### config.mk
export PLATFORM = sky130hd
export DESIGN_NAME = mtas_regs
export DESIGN_NICKNAME = d
export VERILOG_FILES = /design/src/sv/mtas_pkg.sv /design/src/sv/mtas_regs.sv
export SDC_FILE = /design/constraint.sdc
export NUM_CORES = 1
export LEC_CHECK = 0
export BUFFER_PORTS_ARGS = -buffer_cell sky130_fd_sc_hd__buf_2
export CAP_MARGIN = 20
export CORE_MARGIN = 4
export CORE_UTILIZATION = 41
export DETAILED_ROUTE_END_ITERATION = 8
export GPL_TIMING_DRIVEN = 0
export PLACE_DENSITY = 0.79
export SETUP_SLACK_MARGIN = 0.1
export SKIP_LAST_GASP = 1
export SYNTH_ARGS = -nofsm -noshare
export SYNTH_HDL_FRONTEND = slang
export SYNTH_SLANG_ARGS = --single-unit
### constraint.sdc
create_clock -name clk_i -period 0.8 [get_ports clk_i]
set_input_delay 0.04 -clock clk_i [delete_from_list [all_inputs] [get_ports clk_i]]
set_output_delay 0.04 -clock clk_i [all_outputs]
set_load 0.02 [all_outputs]
### src/sv/mtas_pkg.sv
// Package: constants, types and state codes shared by the keystream scrambler files.
`default_nettype none

package mtas_pkg;

  // Sample width default and generator geometry
  localparam int SAMPLE_BITS_DEF = 24;
  localparam int MT_N            = 624;
  localparam int MT_M            = 397;
  localparam int PTR_W           = 10;
  localparam int KEY_W           = 30;
  localparam int APB_ADDR_W      = 3;
  localparam int APB_DATA_W      = 32;

  // Twister constants
  localparam logic [31:0] SEED_MULT = 32'd1812433253;
  localparam logic [31:0] MATRIX_A  = 32'h9908_b0df;
  localparam logic [31:0] TEMPER_B  = 32'h9d2c_5680;
  localparam logic [31:0] TEMPER_C  = 32'hefc6_0000;

  // Fixed-point scale factors, Q1.31
  localparam logic [31:0] K19  = 32'd4080218931;
  localparam logic [31:0] N095 = 32'd2040109465;
  localparam logic [26:0] K005 = 27'd107374182;

  // Register indexes
  typedef enum logic [0:0] {
    REG_KEY_SEED     = 1'b0,
    REG_DECRYPT_MODE = 1'b1
  } reg_idx_e;

  // Controller states
  typedef enum logic [2:0] {
    ST_IDLE,
    ST_SEED0,
    ST_SMUL,
    ST_SADD,
    ST_TWA,
    ST_TWB,
    ST_MUL,
    ST_FIN
  } state_e;

  // Commands from controller to datapath
  typedef struct packed {
    logic capture;
    logic seed_init;
    logic seed_mul;
    logic seed_add;
    logic twist;
    logic scale;
    logic mul;
    logic load_out;
  } cmd_t;

  // Status from datapath to controller
  typedef struct packed {
    logic seed_last;
  } status_t;

endpackage

`default_nettype wire

### src/sv/mtas_regs.sv
// APB register bank: key seed and mode.
`default_nettype none

module mtas_regs (
  input  wire logic                            clk_i,
  input  wire logic                            rst_ni,
  input  wire logic                            psel_i,
  input  wire logic                            penable_i,
  input  wire logic                            pwrite_i,
  input  wire logic [mtas_pkg::APB_ADDR_W-1:0] paddr_i,
  input  wire logic [mtas_pkg::APB_DATA_W-1:0] pwdata_i,
  output logic      [mtas_pkg::APB_DATA_W-1:0] prdata_o,
  output logic                                 pready_o,
  output logic      [mtas_pkg::KEY_W-1:0]      key_seed_o,
  output logic                                 decrypt_mode_o
);
  import mtas_pkg::*;

  logic [KEY_W-1:0] key_q, key_d;
  logic             mode_q, mode_d;
  logic             wr_en;
  reg_idx_e         idx;

  assign wr_en = psel_i & penable_i & pwrite_i & pready_o;
  assign idx   = reg_idx_e'(paddr_i[2]);

  always_comb begin
    key_d  = key_q;
    mode_d = mode_q;
    if (wr_en) begin
      unique case (idx)
        REG_KEY_SEED:     key_d  = pwdata_i[KEY_W-1:0];
        REG_DECRYPT_MODE: mode_d = pwdata_i[0];
        default: ;
      endcase
    end
  end

  always_ff @(posedge clk_i or negedge rst_ni) begin
    if (!rst_ni) begin
      key_q  <= '0;
      mode_q <= 1'b0;
    end else begin
      key_q  <= key_d;
      mode_q <= mode_d;
    end
  end

  always_comb begin
    unique case (idx)
      REG_KEY_SEED:     prdata_o = APB_DATA_W'(key_q);
      REG_DECRYPT_MODE: prdata_o = APB_DATA_W'(mode_q);
      default:          prdata_o = '0;
    endcase
  end

  assign pready_o       = 1'b1;
  assign key_seed_o     = key_q;
  assign decrypt_mode_o = mode_q;

endmodule

`default_nettype wire

## Word level (Yosys, flattened, before mapping)

Index checks and enable logic that the tools add are counted.

- $add $sub $neg: 0
- Multipliers: 0
- Divide/modulo/power cells: 0
- Order comparisons: 0
- Equality and inequality tests: 0
- Shifts and indexed selects: 0
- Mux-type cells: 1
- Bitwise operators: 3
- Reduce and logical (&&, ||, !) cells: 2

Operators by type and width:

| cell | number |
|---|---|
| $pmux 32 s2 | 1 |
| $reduce_and 2->1 | 2 |
| $and 1x1->1 | 2 |
| $not 1->1 | 1 |

- Bits in registers: 31
- Bits in latches: 0
- Bits in writable memories: 0
- Memory bits (read-only): 0
- Input bits: 40
- Output and inout port bits: 64
- Word-level logic and storage cells: 8
- Memories: 0

## Depth between registers and ports, before layout

- Depth in word-level cells: 3
- Mapped depth: 3
- Mapped depth without buffers: 2

## Worst setup path after synthesis

OpenSTA, ideal clock, no wires.

- Path kind: reg-to-output
- Start: register key_q[10] (netlist: key_seed_o[10])
- End: output port prdata_o[10] (netlist name)
- Data arrival time: 0.814 ns
- Required time: 0.760 ns
- Slack: -0.054 ns
- Cell stages (with the launch flop): 2
- Cell sequence: dfrtp_1 > nor2b_1

- Cells in the longest elaborated chain, start to end: 1

Ends and longest elaborated chain:

| item | RTL line | source |
|---|---|---|
| start, declared | mtas_regs.sv:19 | `logic [KEY_W-1:0] key_q, key_d;` |
| start signal, assigned | mtas_regs.sv:44 | `key_q <= key_d;` |
| $pmux 32 s2 | mtas_regs.sv:50 | `unique case (idx)` |
| end, declared | mtas_regs.sv:12 | `output logic [mtas_pkg::APB_DATA_W-1:0] prdata_o,` |

Every way passes these cells. The select of a mux whose other input is x is not followed.

## Final worst setup path

- Start: register key_q[0] (netlist: key_seed_o[0])
- End: output port prdata_o[0] (netlist name)

Same word-level chain as after synthesis.

==> impl_results.md <==
- CTS max path bufs: 2
- Root Buffer: clkbuf_8
- Largest net degree at the start of global routing: 32
- CP endpoint kind: output port
- Mapped Area: 1540 um2
- Count of buffers from port buffering: 96
- Area of the die: 4790 um2
- Syn_area_per_cell: 14.6 um2
- Grt ovf: 0
- Rows: 21
- Fraction of layout cells with a size suffix above 1: 0.984
- Async set-reset flop share out of synthesis: 1.00
- DRT Pass-1 Iters: 4
- Pins Over Slew Limit: 0
- Critical setup path kind: reg2out
- First-pass GRT wire length: 8470 um
- WP buf/inv: 1
- PD cells: 2470 nW/um2
- Status: finished with violations
- Total power: 7.95 mW
- Final Worst Setup Slack: -0.352 ns
- Static leakage: 1.68 nW
- Core Box Area: 3470 um2
- Vias per Instance: 4.90
- Fin. Hold Viols: 40
- RD Place Congestion: 0.730
- Via count: 1432
- Crit path max fanout: 2
- TritonCTS buffer count: 5
- Clock Skews: 0 ns
- Later-pin clock latency in the skew report: 0.28 ns
- RSZ-0062 raised after global routing: yes
- Slew @ Worst Pin: 0.687 ns
- 1st-iter DRT viols: 61
- H-tree Lvls: 2
- Gr usage total: 0.227
- Slew headroom: 0.542
- Setup violators final: 88
- Fin nets: 286
- I/O Pins: 104
- Maxcap violations: 0
- Post-synth top area cell: dfrtp_1
- Class of the most critical hold timing path: in2async
- Number of synthesized flops with an enable pin: 0
- Maximum VDD drop: 1.64 mV
- Clk slew on worst S/H paths: 0.07 ns
- CTS sink cnt: 31
- Number of diodes: 0
- WP data arrival: 1.11 ns
- Critical path's slowest cell: dfrtp_2
- Crit path cell chain: mux2_4 -> buf_6
- Yosys reg bits: 31
- Fmax: 868 MHz
- Worst hold-check slack: -0.203 ns
- Min cycle time layout: 1.15 ns
- Vias in the first global route: 1571
- Flop-to-flop setup slack: -0.22 ns
- Hpwl dp: 2880 um
- Seq/Total Area, Yosys: 0.505
- Failing checks: negative hold slack, negative setup slack
- P&R area growth vs syn: 110%
- Cells after DPL: 248
- Most common cell in the netlist: dfrtp_1
- Commonest cells post-synth: dfrtp_1, mux2_4, nor2b_1
- Die X: 69.2 um
- DRC viols: 0
- Setup TNS: -14.81 ns
- Crit-path max cell delay: 0.42 ns
- Worst Path Required: 0.76 ns
- DRT antenna net count: 0
- Initial antenna violation count: 0
- Post-synthesis cell count: 105
- CTS tree: done
- Crit path launch type: flop
- Post-synth top area share: 0.505
- Largest cells by area after synthesis: dfrtp_1, mux2_4, nor2b_1, buf_6, nand4b_4
- Post-synth cell types: 10
- Routed wire length per instance: 22.2 um
- Synth Flop Type: dfrtp_1
- Final worst-path cycle share: 1.44
- Routed WL: 6490 um
- Layout Cells excl Fill: 292
- Ys Warns: 0
- Die Y: 69.2 um
- CP delay by family, top: flip-flops
- Initial Util: 0.443
==> cell families after synthesis <==
group,Yosys count,share of synthesized area
flops,31,0.505
simple gates,31,0.138
mux,32,0.308
buf+inv,9,0.0440
other cells,2,0.00489
==> worst register-to-register path: stages (launching register included) <==
cell     delay (ns)
dfrtp_2        0.43
buf_6          0.12
buf_6          0.11
mux2_4         0.26
==> flip-flops by register name, indices dropped and copies added, names as in the netlist <==
| register | cells |
|---|---|
| key_seed_o | 30 |
| decrypt_mode_o | 1 |
==> layer usage <==
metal | track usage | vias to the layer above | share of wire
met2 | 0.424 | 82 | 0.55
met4 | 0.128 | 0 | 0.049
met3 | 0.0536 | 23 | 0.054
li1 | - | 622 | -
met1 | 0.228 | 705 | 0.35
met5 | 0 | - | 0
==> cell usage in the layout, fill, tap and decap left out <==
cell	n
clkbuf_2	2
buf_4	4
nor2b_2	1
nand4_1	1
mux2_4	32
clkbuf_8	6
buf_6	100
conb_1	3
nor2b_4	28
clkinv_2	1
nand4b_4	1
dfrtp_2	31
buf_2	36
==> cell type report <==
cell class | count | area (um2)
sequential | 31 | 815
buffer | 9 | 71.3
clock inverter | 1 | 5.00
clock buffer | 6 | 82.6
timing repair buffer | 133 | 1270
fill | 101 | 246
multi-input combinational | 66 | 916
tap | 46 | 57.6
==> final timing paths <==
check | startpoint | end | cells past startpoint
worst min-delay path | rst_ni | key_seed_o[0] | 1
max in group asynchronous | rst_ni | key_seed_o[20] | 1
worst min register to register | key_seed_o[13] | key_seed_o[13] | 1
min in group clk_i | pwdata_i[21] | key_seed_o[21] | 2
worst max-delay path | key_seed_o[0] | prdata_o[0] | 2
worst max register to register | decrypt_mode_o | decrypt_mode_o | 3
==> through the flow <==
step                      cell area, um2  worst slack, ns  utilization
after detailed placement            2190           -0.250        0.632
after CTS                           3000           -0.332        0.865
after global placement              2190           -0.231        0.632
after global routing                3220           -0.372        0.929
after floorplan                     1660          -0.0181            -
final                               3220           -0.352        0.929
==> power by group <==
part | switching, mW | internal (mW)
Combinational | 1.67 | 2.67
Clock | 0.558 | 0.674
Sequential | 0.394 | 1.98
Total | 2.63 | 5.33
==> repair_timing <==
item	4_1_cts	5_1_grt
setup endpoints to repair	92	92
gates resized for setup	161	31
buffers inserted	22	17
hold endpoints to repair	57	45
Note: power is estimated with default switching activity, not from simulation.
