--- src/sv/mtas_pkg.sv ---
// Package: constants, types and state codes shared by the keystream scrambler files.
`default_nettype none

package mtas_pkg;

  // Sample width default and generator geometry
  localparam int SAMPLE_BITS_DEF = 24;
  localparam int MT_N            = 624;
  localparam int MT_M            = 397;
  localparam int PTR_W           = 10;
  localparam int KEY_W           = 30;
  localparam int APB_ADDR_W      = 3;
  localparam int APB_DATA_W      = 32;

  // Twister constants
  localparam logic [31:0] SEED_MULT = 32'd1812433253;
  localparam logic [31:0] MATRIX_A  = 32'h9908_b0df;
  localparam logic [31:0] TEMPER_B  = 32'h9d2c_5680;
  localparam logic [31:0] TEMPER_C  = 32'hefc6_0000;

  // Fixed-point scale factors, Q1.31
  localparam logic [31:0] K19  = 32'd4080218931;
  localparam logic [31:0] N095 = 32'd2040109465;
  localparam logic [26:0] K005 = 27'd107374182;

  // Register indexes
  typedef enum logic [0:0] {
    REG_KEY_SEED     = 1'b0,
    REG_DECRYPT_MODE = 1'b1
  } reg_idx_e;

  // Controller states
  typedef enum logic [2:0] {
    ST_IDLE,
    ST_SEED0,
    ST_SMUL,
    ST_SADD,
    ST_TWA,
    ST_TWB,
    ST_MUL,
    ST_FIN
  } state_e;

  // Commands from controller to datapath
  typedef struct packed {
    logic capture;
    logic seed_init;
    logic seed_mul;
    logic seed_add;
    logic twist;
    logic scale;
    logic mul;
    logic load_out;
  } cmd_t;

  // Status from datapath to controller
  typedef struct packed {
    logic seed_last;
  } status_t;

endpackage

`default_nettype wire

--- src/sv/mtas_ctrl.sv ---
// Controller: sequences seeding, the two draws, the noise multiply and result hand-off.
`default_nettype none

module mtas_ctrl (
  input  wire logic              clk_i,
  input  wire logic              rst_ni,
  input  wire logic              in_valid_i,
  input  wire logic              in_restart_i,
  output logic                   in_ready_o,
  output logic                   out_valid_o,
  input  wire logic              out_ready_i,
  input  wire mtas_pkg::status_t status_i,
  output mtas_pkg::cmd_t         cmd_o
);
  import mtas_pkg::*;

  state_e state_q, state_d;
  logic   seeded_q, seeded_d;
  logic   out_valid_q, out_valid_d;
  logic   out_free;

  assign out_free = !out_valid_q || out_ready_i;

  // Next state
  always_comb begin
    state_d = state_q;
    unique case (state_q)
      ST_IDLE: begin
        if (in_valid_i) begin
          state_d = (in_restart_i || !seeded_q) ? ST_SEED0 : ST_TWA;
        end
      end
      ST_SEED0: state_d = ST_SMUL;
      ST_SMUL:  state_d = ST_SADD;
      ST_SADD:  state_d = status_i.seed_last ? ST_TWA : ST_SMUL;
      ST_TWA:   state_d = ST_TWB;
      ST_TWB:   state_d = ST_MUL;
      ST_MUL:   state_d = ST_FIN;
      ST_FIN: begin
        if (out_free) begin
          state_d = ST_IDLE;
        end
      end
      default:  state_d = ST_IDLE;
    endcase
  end

  // Outputs
  always_comb begin
    cmd_o      = '0;
    in_ready_o = 1'b0;
    unique case (state_q)
      ST_IDLE: begin
        in_ready_o    = 1'b1;
        cmd_o.capture = in_valid_i;
      end
      ST_SEED0: cmd_o.seed_init = 1'b1;
      ST_SMUL:  cmd_o.seed_mul  = 1'b1;
      ST_SADD:  cmd_o.seed_add  = 1'b1;
      ST_TWA: begin
        cmd_o.twist = 1'b1;
        cmd_o.scale = 1'b1;
      end
      ST_TWB:   cmd_o.twist = 1'b1;
      ST_MUL:   cmd_o.mul   = 1'b1;
      ST_FIN:   cmd_o.load_out = out_free;
      default: ;
    endcase
  end

  always_comb begin
    seeded_d = seeded_q;
    if (state_q == ST_SADD && status_i.seed_last) begin
      seeded_d = 1'b1;
    end
    if (cmd_o.load_out) begin
      out_valid_d = 1'b1;
    end else if (out_ready_i) begin
      out_valid_d = 1'b0;
    end else begin
      out_valid_d = out_valid_q;
    end
  end

  always_ff @(posedge clk_i or negedge rst_ni) begin
    if (!rst_ni) begin
      state_q     <= ST_IDLE;
      seeded_q    <= 1'b0;
      out_valid_q <= 1'b0;
    end else begin
      state_q     <= state_d;
      seeded_q    <= seeded_d;
      out_valid_q <= out_valid_d;
    end
  end

  assign out_valid_o = out_valid_q;

  // A restart, or any word before the first seed, must go through seeding
  a_restart_seeds: assert property (@(posedge clk_i) disable iff (!rst_ni)
    (in_valid_i && in_ready_o && (in_restart_i || !seeded_q)) |=> state_q == ST_SEED0)
    else $error("restart did not enter seeding");

  // The second draw always follows the first directly
  a_twb_after_twa: assert property (@(posedge clk_i) disable iff (!rst_ni)
    (state_q == ST_TWB) |-> $past(state_q) == ST_TWA)
    else $error("second draw without first");

  // The first draw only starts from idle or at the end of seeding
  a_twa_entry: assert property (@(posedge clk_i) disable iff (!rst_ni)
    (state_q == ST_TWA) |-> ($past(state_q) == ST_IDLE || $past(state_q) == ST_SADD))
    else $error("draw entered from wrong state");

  // A generated word is presented the cycle after it is loaded
  a_load_shows: assert property (@(posedge clk_i) disable iff (!rst_ni)
    cmd_o.load_out |=> (out_valid_q && seeded_q))
    else $error("loaded word not presented");

endmodule

`default_nettype wire

--- config.mk ---
export PLATFORM = sky130hd
export DESIGN_NAME = mtas_ctrl
export DESIGN_NICKNAME = d
export VERILOG_FILES = /design/src/sv/mtas_pkg.sv /design/src/sv/mtas_ctrl.sv
export SDC_FILE = /design/constraint.sdc
export NUM_CORES = 1
export LEC_CHECK = 0
export BUFFER_PORTS_ARGS = -buffer_cell sky130_fd_sc_hd__clkbuf_2
export CAP_MARGIN = 25
export CORE_AREA = 5 5 42 44
export CTS_CLUSTER_DIAMETER = 150
export DETAILED_ROUTE_END_ITERATION = 10
export DIE_AREA = 0 0 47 49
export HOLD_SLACK_MARGIN = 0.08
export PLACE_DENSITY_LB_ADDON = 0.25
export SLEW_MARGIN = 10
export SYNTH_ARGS = -nofsm -noshare
export SYNTH_HDL_FRONTEND = slang
export SYNTH_SLANG_ARGS = --single-unit
--- constraint.sdc ---
create_clock -name clk_i -period 1.5 [get_ports clk_i]
set_input_delay 0.075 -clock clk_i [delete_from_list [all_inputs] [get_ports clk_i]]
set_output_delay 0.075 -clock clk_i [all_outputs]
set_load 0.05 [all_outputs]
[Yosys cells after proc, flatten, opt, wreduce, memory -nomap -nowiden]
Cells that the tools add are included.
Word-level totals
  word-level logic and storage cells: 37
  flip-flop bits (word level): 5
  output and inout port bits: 10
  input port bits: 6
Cells by class
  mux-type cells: 16
  reductions and logical operators: 9
  eq/ne operators: 9
Operators with widths (number)
  3-bit one-hot mux with 8 select lines: 1
  3-bit == test (second input constant): 4
  3-bit two-way mux: 4
  1-bit two-way mux: 11
  3-bit by 2-bit == test with 1-bit output (second input constant): 2
  2-bit != test (second input constant): 2
  3-bit by 1-bit == test with 1-bit output (second input constant): 1
  3-bit zero test: 1
  1-bit zero test: 2
  1-bit logical OR: 2
  2-bit AND reduction: 1
  2-bit nonzero test: 1
  2-bit OR reduction: 1
  1-bit logical AND: 1

[Depth between registers and ports, before layout]
Gate-level depths: netlist of run 1.
  word-level depth: 5
  mapped depth: 4
  mapped depth without buffers: 3

[Least setup slack after synthesis of run 1]
No wires, ideal clock.
  path type: flip-flop to output port
  start point: reg state_q[2]
  end point: out cmd_o[6] (netlist name)
  data required time: 1.425 ns
  path buffers: 1
  arrival: 1.760 ns
  slack: -0.335 ns
  stages on the path, launching flop included: 3
  cell sequence: dfrtp_1 -> buf_4 -> nor3b_1
RTL lines
  start: declaration: RTL line mtas_ctrl.sv:17  | state_e state_q, state_d;
  start signal: assignment: RTL line mtas_ctrl.sv:91  | state_q <= state_d;
  end: declaration: RTL line mtas_ctrl.sv:13  | output mtas_pkg::cmd_t cmd_o

==> results of run 1 <==
registers in the layout (all words and copies together), names as in the netlist:
signal / count
seeded_q: 1
state_q: 3
out_valid_o: 1
stage by stage:
stage	worst slack, ns	instance area (µm²)	hold WS, ns
2_1_floorplan	0.00880	358	-0.221
3_3_place_gp	0.216	419	-0.104
3_5_place_dp	0.188	419	-0.0990
4_1_cts	0.0344	458	0.0956
5_1_grt	0.0102	462	0.110
6_report	0.0741	462	0.0983
layer usage:
layer	up-vias	part of all wire, %	track usage, %
li1	163	-	-
met1	128	51	9.84
met2	13	39	9.73
met3	2	7.7	2.58
met4	0	1.5	5.53
met5	-	0	0
timing repair:
item / 4_1_cts / 5_1_grt
setup endpoints to repair: 3 / 5
resized for setup: 2 / 4
hold buffers: 1 / 0
endpoints found under the hold margin: 5 / 0
placed cells by master, fill, tap and decap left out:
| cell | netlist | final |
|---|---|---|
| and2_2 | 0 | 1 |
| clkbuf_1 | 0 | 1 |
| o21ai_1 | 1 | 1 |
| dfrtp_2 | 0 | 3 |
| nor3b_2 | 0 | 1 |
| dlygate4sd3_1 | 0 | 1 |
| dfrtp_1 | 5 | 2 |
| nor3_4 | 0 | 1 |
| nor2b_1 | 4 | 4 |
| a211oi_1 | 1 | 1 |
| nor3_1 | 1 | 1 |
| nor2_1 | 5 | 5 |
| a31o_1 | 1 | 1 |
| clkbuf_4 | 0 | 4 |
| nand2_1 | 2 | 2 |
| buf_2 | 0 | 1 |
| and4bb_2 | 1 | 1 |
| nand2_2 | 1 | 1 |
| clkbuf_2 | 0 | 13 |
| a21o_1 | 1 | 1 |
| a21oi_1 | 1 | 1 |
| nand3_1 | 1 | 1 |
| and2_1 | 3 | 2 |
| nand2b_1 | 2 | 2 |
| a31oi_1 | 1 | 1 |
| a21oi_2 | 2 | 2 |
final timing paths:
kind / cells past startpoint / to / slack, ns / startpoint
setup / recovery: 3 / cmd_o[1] / 0.07 / state_q[1]$_DFFE_PN0P_
hold / removal: 2 / seeded_q$_DFFE_PN0P_ / 0.1 / status_i
setup reg to reg: 3 / state_q[2]$_DFFE_PN0P_ / 0.41 / state_q[1]$_DFFE_PN0P_
hold reg to reg: 1 / seeded_q$_DFFE_PN0P_ / 0.49 / seeded_q$_DFFE_PN0P_
max in group asynchronous: 2 / state_q[2]$_DFFE_PN0P_ / 1.16 / rst_ni
min in group asynchronous: 2 / out_valid_o$_DFFE_PN0P_ / 0.18 / rst_ni
logic make-up after synthesis:
family                 synth area share, %
buffers and inverters                 9.78
AND/OR/NAND/NOR                       37.3
flip-flops                            36.2
AO/OA/AOI/OAI                         16.7
area by class of cell:
type | instances | share of cell area (%)
Tap cell | 16 | 4.34
Multi-Input combinational cell | 30 | 43.1
Timing Repair Buffer | 16 | 19.0
Sequential cell | 5 | 27.9
Clock buffer | 4 | 5.69
worst max-delay path, stage by stage, from the launching register on:
cell and delay [ns]:
dfrtp_2 0.48, nor2b_1 0.21, and2_1 0.14, clkbuf_2 0.27
==> impl_metrics.yaml, run 1 <==
timing:
  min_period_ns: 1.43
  tns_ns: 0
  drv_slew: 0
  worst_pin_slew_ns: 0.300
  slew_headroom_pct: 80.0
  hold_violations: 0
  rsz0062_at_grt: "no"
  finalCritPeriodShare_pct: 95.1
  clock.fmax_mhz: 701
  fin_skew_ns: 0.00984
  setup_violations: 0
critical_path:
  critical_path_class: "flip-flop to output port"
  crit_fanout: 11
  arrival_ns: 1.35
  end_kind: "output port"
  worstSetupStartpointType: "flip-flop"
  required_ns: 1.42
drt:
  avgViaCountPerCell: 4.31
  drc_errors: 0
  ant_nets: 0
  drt_iter0_drc: 0
  vias: 306
  drt_first_pass_iters: 1
  wl_per_cell_um: 10.4
  wirelength_um: 736
flow_run:
  cap_violations: 0
place:
  io_buffer_count: 15
  gp_congestion: 0.698
  hpwlAfterDp_um: 589
  dp.cells: 66
floorplanning:
  initial_core_util_pct: 24.6
  core_region_area_um2: 1400
  die_h_um: 49
  dieArea_um2: 2300
  top_level_ports: 16
  die_w_um: 47
  rows: 14
clocking:
  numCtsBuffers: 3
  htreeDepth: 1
  path_clk_slew_ns: 0.05
  postCtsSetupRepairBufs: 0
  cts_tree: "yes"
  clk_latency_ns: 0.24
  cts_max_path_buffers: 2
  cts-root-buf: "clkbuf_4"
  cts_sinks: 5
worst_hold_path:
  hold_class: "input port to flip-flop"
synth:
  synth_common_cells: "5 x dfrtp_1, 5 x nor2_1, 4 x nor2b_1"
  ys.flop_type: "dfrtp_1"
  yosysTopAreaCell: "dfrtp_1"
  synth_top_area_share_pct: 36.2
  synth_edf_count: 0
  synthesis.nets: 45
  netlist_area_um2: 345
  synthArstFlopShare_pct: 100
  synth_cell_types: 21
  yosysWarnings: 0
  ys_ff_latch: 5
  netlist_instances: 39
  yosys-top-cells-area: "dfrtp_1 36%, nor2b_1 7.2%, buf_4 6.5%"
  avgSynthCellArea_um2: 8.85
  ys_seq_area_share_pct: 36.2
layout:
  final_cell_count_no_fill: 71
  diodes: 0
  fillCellCount: 162
  seqCellArea_um2: 129
  area_delta_synth_final_pct: 33.7
  fin_nets: 62
  final_util_pct: 32.9
  multi_input_area_um2: 199
  final_layout_size_suffix_gt1_share_pct: 50.9
grt:
  grt_overflow: 0
  antenna_found_initial: 0
  grt_pass1_vias: 309
  grt_usage_pct: 7.51
  grt_pass1_wl_um: 1240
  grt_max_degree: 17
outcome:
  outcome: "completed"
Power of run 1 is left out: the tool's default activity adds up to more than one toggle a clock period on the data nets, which glitch-free logic cannot reach.
==> run 2: changes to the inputs <==
--- a/config.mk
+++ b/config.mk
@@ -8,6 +8,7 @@
 export BUFFER_PORTS_ARGS = -buffer_cell sky130_fd_sc_hd__clkbuf_2
 export CAP_MARGIN = 25
 export CORE_AREA = 5 5 42 44
+export CTS_BUF_LIST = sky130_fd_sc_hd__clkbuf_4 sky130_fd_sc_hd__clkbuf_8 sky130_fd_sc_hd__clkbuf_16
 export CTS_CLUSTER_DIAMETER = 150
 export DETAILED_ROUTE_END_ITERATION = 10
 export DIE_AREA = 0 0 47 49
==> run 2 against run 1 <==
Sequential cell count did not move. Sequential share of layout area fell by 0.23 points. Maximum frequency did not move. Hold slack got worse by 0.00081 ns. Setup slack barely moved. Non-clock buffer count did not move. Die area did not move. Wire length rose by 0.27%. Via count rose by 0.33%. Core utilization rose by 0.27 points. Critical path depth did not move.
==> impl_metrics.yaml, run 2 (synthesized netlist as in run 1, its figures left out) <==
drt:
  wirelength_um: 738
  routedLengthMet1_um: 378
  ant_nets: 0
  top_layer_used: "met4"
  route.met3.wl_um: 57
  wl_per_cell_um: 10.4
  drt_first_pass_iters: 1
  wl_met2_um: 290
  drc_errors: 0
  avgViaCountPerCell: 4.32
  drt_iter0_drc: 0
  vias: 307
grt:
  grt_pass1_wl_um: 1240
  grt_max_degree: 17
  grt_overflow: 0
  antenna_found_initial: 0
  grt_usage_pct: 7.51
  grt_pass1_vias: 309
timing:
  finalCritPeriodShare_pct: 95.1
  drv_slew: 0
  setup_violations: 0
  min_period_ns: 1.43
  setup_ws_ns: 0.0741
  fin_skew_ns: 0.00913
  tns_ns: 0
  hold_violations: 0
  rsz0062_at_grt: "no"
  slew_headroom_pct: 80.0
  fin_hold_ws_ns: 0.0975
  worst_pin_slew_ns: 0.300
  clock.fmax_mhz: 701
critical_path:
  slowest_stage: "dfrtp_2"
  required_ns: 1.42
  critical_path_class: "flip-flop to output port"
  path_cells: "nor2b_1 > and2_1 > clkbuf_2"
  end_kind: "output port"
  arrival_ns: 1.35
  cpPeakStageDelay_ns: 0.48
  worstSetupStartpointType: "flip-flop"
  crit_fanout: 11
  r2r_cells: 3
floorplanning:
  initial_core_util_pct: 24.6
  top_level_ports: 16
  die_h_um: 49
  core_region_area_um2: 1400
  dieArea_um2: 2300
  rows: 14
  die_w_um: 47
clocking:
  cts-root-buf: "clkbuf_4"
  htreeDepth: 1
  clk_latency_ns: 0.24
  cts_tree: "yes"
  postCtsSetupRepairBufs: 0
  numCtsBuffers: 3
  path_clk_slew_ns: 0.05
  cts_max_path_buffers: 2
  cts_sinks: 5
layout:
  fillCellCount: 163
  final_layout_size_suffix_gt1_share_pct: 52.7
  layout_common_cells: "13 x clkbuf_2, 5 x nor2_1, 5 x clkbuf_4, 4 x nor2b_1, 3 x dfrtp_2"
  fin_nets: 62
  area_delta_synth_final_pct: 34.8
  diodes: 0
  multi_input_area_um2: 199
  final_common_cell: "clkbuf_2"
  top_register: "state_q"
  largest_reg_flops: 3
  seqCellArea_um2: 129
place:
  place_ws_ns: 0.188
  gp_congestion: 0.698
  io_buffer_count: 15
  hpwlAfterDp_um: 589
flow_run:
  cap_violations: 0
worst_hold_path:
  hold_class: "input port to flip-flop"
  min_path_cells: 2
outcome:
  outcome: "completed"
==> run 2: cell counts in the layout (fill, tap and decap cells not counted) <==
No cell type changed its count.
==> run 2: area by class of cell <==
class,count,area share (%)
multi-input combinational,30,42.7
sequential,5,27.7
timing repair buffer,16,18.8
clock buffer,4,6.45
tap,16,4.30
==> run 2: worst paths after layout <==
check | slack, ns | end | from
max reg2reg | 0.41 | state_q[2]$_DFFE_PN0P_ | state_q[1]$_DFFE_PN0P_
max | 0.07 | cmd_o[1] | state_q[1]$_DFFE_PN0P_
min in group asynchronous | 0.18 | out_valid_o$_DFFE_PN0P_ | rst_ni
min reg2reg | 0.49 | seeded_q$_DFFE_PN0P_ | seeded_q$_DFFE_PN0P_
min | 0.1 | seeded_q$_DFFE_PN0P_ | status_i
max in group asynchronous | 1.16 | state_q[2]$_DFFE_PN0P_ | rst_ni
==> run 2: metal layers <==
| layer | up-vias | global-route usage, % |
|---|---|---|
| met4 | 0 | 5.53 |
| met3 | 2 | 2.58 |
| met5 | - | 0 |
| li1 | 163 | - |
| met1 | 129 | 9.84 |
| met2 | 13 | 9.73 |
==> run 2: timing repair <==
item | CTS | global route
hold buffers | 1 | 0
gates resized for setup | 2 | 4
setup endpoints to repair | 3 | 5
endpoints found under the hold margin | 5 | 0
==> run 2: per-stage QoR <==
stage               cell area [µm²]  std cells  util, %
finish                          465         71     33.2
global route                    465         71     33.2
CTS                             462         71     32.9
detailed placement              419         66     29.9
global placement                419         66     29.9
floorplan                       358         39        -
==> run 2: worst max-delay path: cells and delay by family (launching register included) <==
| family | cells | cell delay (ns) |
|---|---|---|
| buffers and inverters | 1 | 0.27 |
| flip-flops | 1 | 0.48 |
| AND/OR/NAND/NOR | 2 | 0.35 |
Power of run 2 is left out for the same reason.
